### src/hw/rtl/pabp_pkg.sv
package pabp_pkg;

  // Fixed widths of the request and result fields
  localparam int CMD_W       = 3;
  localparam int THREAD_W    = 2;
  localparam int ADDR_W      = 10;
  localparam int SNAP_HIST_W = 8;
  localparam int SNAP_IDX_W  = 10;

  typedef enum logic [CMD_W-1:0] {
    CMD_LOOKUP     = 3'd0,
    CMD_UPDATE     = 3'd1,
    CMD_SQUASH     = 3'd2,
    CMD_BTB_UPDATE = 3'd3,
    CMD_UNCOND     = 3'd4
  } cmd_t;

  typedef enum logic [1:0] {
    ST_CLEAR,
    ST_IDLE,
    ST_HIST,
    ST_CTR
  } state_t;

  typedef struct packed {
    logic [CMD_W-1:0]       cmd;
    logic [THREAD_W-1:0]    thread;
    logic [ADDR_W-1:0]      branch_address;
    logic                   outcome_taken;
    logic                   was_squashed;
    logic [SNAP_HIST_W-1:0] snapshot_history;
    logic [SNAP_IDX_W-1:0]  snapshot_index;
  } req_t;

  typedef struct packed {
    logic hist_we;
    logic ctr_we;
    logic use_snap_index;
  } exec_ctrl_t;

endpackage

### src/hw/rtl/pabp_exec.sv
module pabp_exec #(
  parameter int HIST_BITS       = 8,
  parameter int CTR_BITS        = 2,
  parameter int HIST_INDEX_BITS = 10
) (
  input  pabp_pkg::req_t                      req,
  input  logic                                thread_ok,
  input  logic [HIST_BITS-1:0]                hist,
  input  logic [CTR_BITS-1:0]                 ctr,
  input  logic [HIST_INDEX_BITS-1:0]          idx,
  output pabp_pkg::exec_ctrl_t                ctrl,
  output logic [HIST_BITS-1:0]                hist_wdata,
  output logic [CTR_BITS-1:0]                 ctr_wdata,
  output logic                                predict_taken,
  output logic [pabp_pkg::SNAP_HIST_W-1:0]    saved_history,
  output logic [pabp_pkg::SNAP_IDX_W-1:0]     saved_index
);
  import pabp_pkg::*;

  localparam int SNAP_X_W = HIST_BITS + SNAP_HIST_W;
  localparam int IDX_X_W  = HIST_INDEX_BITS + SNAP_IDX_W;

  cmd_t                  cmd;
  logic [HIST_BITS:0]    hist_sh;
  logic [HIST_BITS:0]    hist_one;
  logic [SNAP_X_W-1:0]   snap_x;
  logic [SNAP_X_W:0]     snap_sh;
  logic [SNAP_X_W-1:0]   hist_x;
  logic [IDX_X_W-1:0]    idx_x;
  logic [CTR_BITS-1:0]   ctr_up;
  logic [CTR_BITS-1:0]   ctr_dn;

  assign cmd      = cmd_t'(req.cmd);
  assign hist_sh  = {hist, req.outcome_taken};
  assign hist_one = {hist, 1'b1};
  assign snap_x   = SNAP_X_W'(req.snapshot_history);
  assign snap_sh  = {snap_x, req.outcome_taken};
  assign hist_x   = SNAP_X_W'(hist);
  assign idx_x    = IDX_X_W'(idx);

  // Saturating counter steps
  assign ctr_up = (ctr == '1) ? ctr : ctr + CTR_BITS'(1);
  assign ctr_dn = (ctr == '0) ? ctr : ctr - CTR_BITS'(1);

  always_comb begin
    ctrl          = '0;
    hist_wdata    = hist;
    ctr_wdata     = ctr;
    predict_taken = 1'b0;
    saved_history = '0;
    saved_index   = '0;
    if (thread_ok) begin
      case (cmd)
        CMD_LOOKUP: begin
          predict_taken = (ctr > CTR_BITS'(1));
          saved_history = hist_x[SNAP_HIST_W-1:0];
          saved_index   = idx_x[SNAP_IDX_W-1:0];
        end
        CMD_UPDATE: begin
          ctrl.hist_we = 1'b1;
          if (req.was_squashed) begin
            // rebuild from the snapshot, leave the counter alone
            hist_wdata = snap_sh[HIST_BITS-1:0];
          end else begin
            hist_wdata   = hist_sh[HIST_BITS-1:0];
            ctrl.ctr_we  = 1'b1;
            ctr_wdata    = req.outcome_taken ? ctr_up : ctr_dn;
          end
        end
        CMD_SQUASH: begin
          ctrl.hist_we        = 1'b1;
          ctrl.use_snap_index = 1'b1;
          hist_wdata          = snap_x[HIST_BITS-1:0];
        end
        CMD_BTB_UPDATE: begin
          ctrl.hist_we = 1'b1;
          hist_wdata   = hist & ~HIST_BITS'(1);
        end
        CMD_UNCOND: begin
          ctrl.hist_we = 1'b1;
          ctrl.ctr_we  = 1'b1;
          hist_wdata   = hist_one[HIST_BITS-1:0];
          ctr_wdata    = ctr_up;
        end
        default: begin
        end
      endcase
    end
  end

endmodule

### config.mk
export PLATFORM = sky130hd
export DESIGN_NAME = pabp_exec
export DESIGN_NICKNAME = d
export VERILOG_FILES = /design/src/hw/rtl/pabp_pkg.sv /design/src/hw/rtl/pabp_exec.sv
export SDC_FILE = /design/constraint.sdc
export NUM_CORES = 1
export LEC_CHECK = 0
export BUFFER_PORTS_ARGS = -buffer_cell sky130_fd_sc_hd__buf_2
export CAP_MARGIN = 10
export CELL_PAD_IN_SITES_DETAIL_PLACEMENT = 1
export CELL_PAD_IN_SITES_GLOBAL_PLACEMENT = 2
export CORE_MARGIN = 4
export CORE_UTILIZATION = 15
export DETAILED_ROUTE_END_ITERATION = 16
export PLACE_DENSITY = 0.95
export SYNTH_ARGS = -nofsm -noshare
export SYNTH_HDL_FRONTEND = slang
export SYNTH_SLANG_ARGS = --single-unit
export TNS_END_PERCENT = 1
### constraint.sdc
create_clock -name vclk -period 1.45
set_input_delay 0.2175 -clock vclk [all_inputs]
set_output_delay 0.2175 -clock vclk [all_outputs]
set_load 0.05 [all_outputs]
* After elaboration in Yosys (flattened, before gate mapping)
Index checks and enable logic that the tools add are counted.
** Word-level totals
- Register bits :: 0
- Bits of input ports :: 56
- Output and inout bits :: 32
- Logic and storage cells :: 31
** Cells by class
- $add $sub $neg :: 2
- $lt $le $gt $ge :: 1
- Equality and inequality tests :: 5
- Muxes and demuxes :: 20
- Reduce and logical (&&, ||, !) cells :: 3
** Operators with widths (count)
- $mux W8 :: 4
- $pmux W8 S4 :: 1
- $mux W10 :: 2
- $mux W2 :: 5
- $eq A3 B2 Y1 const B :: 2
- $mux W1 :: 5
- $pmux W2 S2 :: 1
- $reduce_or A4 Y1 :: 1
- $eq A3 B1 Y1 const B :: 1
- $eq A3 B3 Y1 const B :: 1
- $logic_not A3 Y1 :: 1
- $mux W3 :: 1
- $add A2 B1 Y2 const B :: 1
- $eq A2 B2 Y1 const B :: 1
- $gt A2 B1 Y1 const B :: 1
- $logic_not A2 Y1 :: 1
- $pmux W1 S2 :: 1
- $sub A2 B1 Y2 const B :: 1

* Logic depth before layout (Yosys ltp)
- Depth after elaboration :: 6
- Mapped depth :: 6
- Gate-level depth less buffers :: 4

* Least setup slack after synthesis
Ideal clock, no wire load.
- Path type :: input to output
- Start :: in req[32] (netlist name)
- End :: out saved_history[5] (netlist name)
- Arrival time :: 2.102 ns
- Data required time :: 1.233 ns
- Slack :: -0.869 ns
- Stages :: 3
- Path buffers :: 2
- Cell sequence :: buf_6 > clkbuf_1 > nor4_1
** Between the ends
- Longest elaborated chain between the ends :: 3
** RTL lines
- from (decl) :: line pabp_exec.sv:6 : input pabp_pkg::req_t req,
- $logic_not A3 Y1 :: line pabp_exec.sv:53 : case (cmd)
- $mux W8 :: line pabp_exec.sv:53
- $mux W8 :: line pabp_exec.sv:52 : if (thread_ok) begin
- to (decl) :: line pabp_exec.sv:15 : output logic [pabp_pkg::SNAP_HIST_W-1:0] saved_history,
Every way passes these cells.

* Worst setup path after layout
- Start :: in req[34] (netlist name)
- End :: out ctr_wdata[0]
** Between the ends
- Longest elaborated chain between the ends :: 3
- Elaborated cells between the ends (all ways) :: 4
- Classes of those cells :: 2 x eq/ne; 2 x mux
** RTL lines
- $eq A3 B3 Y1 / $eq A3 B1 Y1 (equally long branches) :: line pabp_exec.sv:53
- $pmux W2 S2 (*) :: line pabp_exec.sv:53
- $mux W2 (*) :: line pabp_exec.sv:52
- to (decl) :: line pabp_exec.sv:13 : output logic [CTR_BITS-1:0] ctr_wdata,
Every way passes the cells marked *; elsewhere a longest branch is shown, timed or not.

==> metrics.csv <==
stage,metric,value,unit
run_status,outcome,"finished, violations left",
run_status,failing checks,negative setup slack,
die,die area,5894,µm²
timing,Max Slew Vio Count,0,
power_and_ir_drop,power per cell area,353.3,nW/µm²
final_layout,"non-filler cells, final",231,
power_and_ir_drop,Sw Ratio,0.5397,
synthesis,syn nets,151,
routing,met2 wire length,1657,µm
routing,top routing layer used,met4,
grt,GR Util All Layers,0.1060,
synthesis,"area fraction in and, or, nand and nor cells after synthesis",0.3527,
routing,Avg WL per Cell,14.42,µm
timing,Final Hold Fails,0,
synthesis,syn avg cell area,7.468,µm²
grt,vias in the first global route,1158,
critical_path,CP max FO,4,
final_layout,Final Cell Area,1653,µm²
worst_hold_path,beginning of the worst hold path,req[33],
die,Core Region,4474,µm²
synthesis,xor and xnor area share after synthesis,0.02469,
routing,drt first pass iters,3,
synthesis,synthesized area,709.4,µm²
routing,M1 WL,1410,µm
worst_hold_path,hold crit path type,input port to output port,
worst_hold_path,Worst Hold Path Cells,3,
final_layout,area grow syn2layout,133.0,%
place,Post-DP HPWL,2739,µm
synthesis,register area share after synthesis,0,
power_and_ir_drop,Leakage,0.7817,nW
final_layout,register area,0,µm²
timing,post-route setup slack,-0.1378,ns
synthesis,post-synthesis mux area share,0.1481,
routing,post-route ant nets,0,
routing,via/cell ratio,4.688,
job,max cap viols,0,
timing,Worst Tran Pin Value,0.2857,ns
routing,Final Routed Wirelength,3330,µm
routing,drt drc,0,
synthesis,Synth Area in Compound Gates,0.3439,
synthesis,Post-Synth Adder-Cell Area,0.01411,
power_and_ir_drop,peak supply drop,0.0001707,V
power_and_ir_drop,Clock Power Share,0,
place,Placed Cells incl. Taps,228,
place,Placed Instance Area,1272,µm²
critical_path,Worst path top cell family by delay,simple AND/OR/NAND/NOR gates,
critical_path,crit path capture type,output port,
critical_path,worst-path cell chain,buf_8 > buf_6 > and3b_1 > or4b_4 > o21ai_2 > o32ai_2 > buf_6,
timing,Fmax,0.6298,GHz
synthesis,cells after synthesis,95,
critical_path,"most used cell, CP",buf_6,
worst_hold_path,Worst Hold End,saved_history[5],
grt,grt ovf,0,
routing,met3 WL,222,µm
timing,final setup fails,12,
synthesis,Ys Warns,0,
power_and_ir_drop,combinational power share,1.000,
power_and_ir_drop,Cell Int Power,0.0002687,W
final_layout,Clock Buffer Count,0,
critical_path,critical path's slowest cell,or4b_4,
synthesis,main combinational cell family by area after synthesis,simple AND/OR/NAND/NOR gates,
critical_path,slowest cell delay on critical path,0.46,ns
critical_path,Crit. Startpoint,req[34],
timing,fin crit share,1.095,
final_layout,ANT cells,0,
grt,first-pass GRT wire length,5388,µm
critical_path,WS Path Type,input port to output port,
final_layout,Final Net Count,237,
critical_path,sum of buffers and inverters on the critical path,3,
grt,pin count of the biggest net entering global routing,12,
routing,starting DRC count in detailed routing,13,
die,die height,76.77,µm
final_layout,layout cells sized above 1,0.7095,
timing,RSZ-0062 raised after global routing,yes,
critical_path,worst endpoint required time,1.23,ns
timing,Slew HR,0.8095,
power_and_ir_drop,NetSw,0.0003152,W
die,FP Rows,24,
power_and_ir_drop,Flop pwr share,0,
die,num ports,88,
timing,shortest period the worst path allows,1.588,ns
final_layout,flip-flop and latch count,0,
die,Die X,76.77,µm
critical_path,arrival time worst endpoint,1.37,ns
die,initial core utilization,0.1586,
routing,DR vias,1083,
place,GP Congestion,0.7974,
synthesis,library cells used by synthesis,35,
grt,initial antenna violation count,0,
critical_path,Critical Path Start Type,input port,
place,IO Port Bufs,66,
-- how the worst max path moves through the flow --
| stage | end | slack, ns | depth (start not counted) |
|---|---|---|---|
| floorplan | hist_wdata[2] | -0.13 | 6 |
| global placement | hist_wdata[0] | -0.26 | 6 |
| detailed placement | ctr_wdata[0] | -0.28 | 6 |
| CTS | ctr_wdata[0] | -0.14 | 7 |
| global route | ctr_wdata[0] | -0.19 | 7 |
| finish | ctr_wdata[0] | -0.14 | 7 |
-- synth_stat cells, types with 2 or more instances --
| library cell | n | area, µm² |
|---|---|---|
| buf_6 | 4 | 45.04 |
| xnor2_1 | 2 | 17.52 |
| o32ai_1 | 2 | 17.52 |
| a22oi_1 | 6 | 45.04 |
| nand2_1 | 3 | 11.26 |
| nor2b_1 | 2 | 12.51 |
| and2_1 | 20 | 125.1 |
| a22o_1 | 7 | 61.31 |
| inv_1 | 3 | 11.26 |
| mux2i_1 | 9 | 90.09 |
| buf_2 | 3 | 15.01 |
| clkbuf_1 | 3 | 11.26 |
| o21ai_0 | 2 | 10.01 |
| nor2_1 | 2 | 7.510 |
| o22ai_1 | 7 | 43.79 |
-- power by group through the flow --
stage	logic, W	registers (W)	clock network (W)
2_1_floorplan	0.000310	0	0
3_3_place_gp	0.000468	0	0
3_5_place_dp	0.000473	0	0
4_1_cts	0.000557	0	0
5_1_grt	0.000621	0	0
6_report	0.000584	0	0
-- layout by cell type (no fill, tap or decap), types with 3 or more instances in the layout --
master    instances
nand2b_4          3
inv_1             3
a22oi_2           3
and2_1            9
buf_8             6
and2_4            3
a22oi_1           3
o22ai_1           7
buf_6            31
mux2i_1           9
nand2_1           3
a22o_1            6
buf_4            24
buf_2            31
and2_2            8
-- repair_timing --
| action | in CTS | in global routing |
|---|---|---|
| gates cloned | 1 | 0 |
| setup buffers | 1 | 1 |
| setup endpoints to repair | 32 | 30 |
| hold buffers | 0 | 0 |
| pin swaps | 6 | 3 |
| resized for setup | 80 | 20 |
-- cell families (layout without fill, tap and decap cells) --
family	count (synthesis)	after routing
AO/OA/AOI/OAI	31	31
XOR/XNOR	2	2
adder cells (fa/ha/maj)	1	1
buffers and inverters	13	97
multiplexers	10	10
AND/OR/NAND/NOR	38	38
-- through the flow --
stage	power, W	util	TNS (ns)	worst slack, ns	hold WS [ns]
finish	0.0005839	0.3694	-0.8823	-0.1378	0.7593
global route	0.0006207	0.3694	-2.577	-0.1912	0.7686
CTS	0.0005572	0.3482	-2.299	-0.1392	0.7579
detailed placement	0.0004734	0.2844	-6.303	-0.2774	0.8463
global placement	0.0004675	0.2844	-5.558	-0.2578	0.8440
floorplan	0.0003105	-	-1.223	-0.1280	0.6188
-- final cells by class --
class / count / area, µm²
Multi-Input combinational cell: 82 / 754.5
Tap cell: 52 / 65.06
Timing Repair Buffer: 94 / 822.0
Fill cell: 534 / 2821
Inverter: 3 / 11.26
-- layer usage --
layer | up-vias | track usage
met5 | - | 0
met4 | 0 | 0.01087
met3 | 4 | 0.02108
met2 | 46 | 0.1925
met1 | 509 | 0.1322
li1 | 524 | -
(Power assumes the default switching activity.)
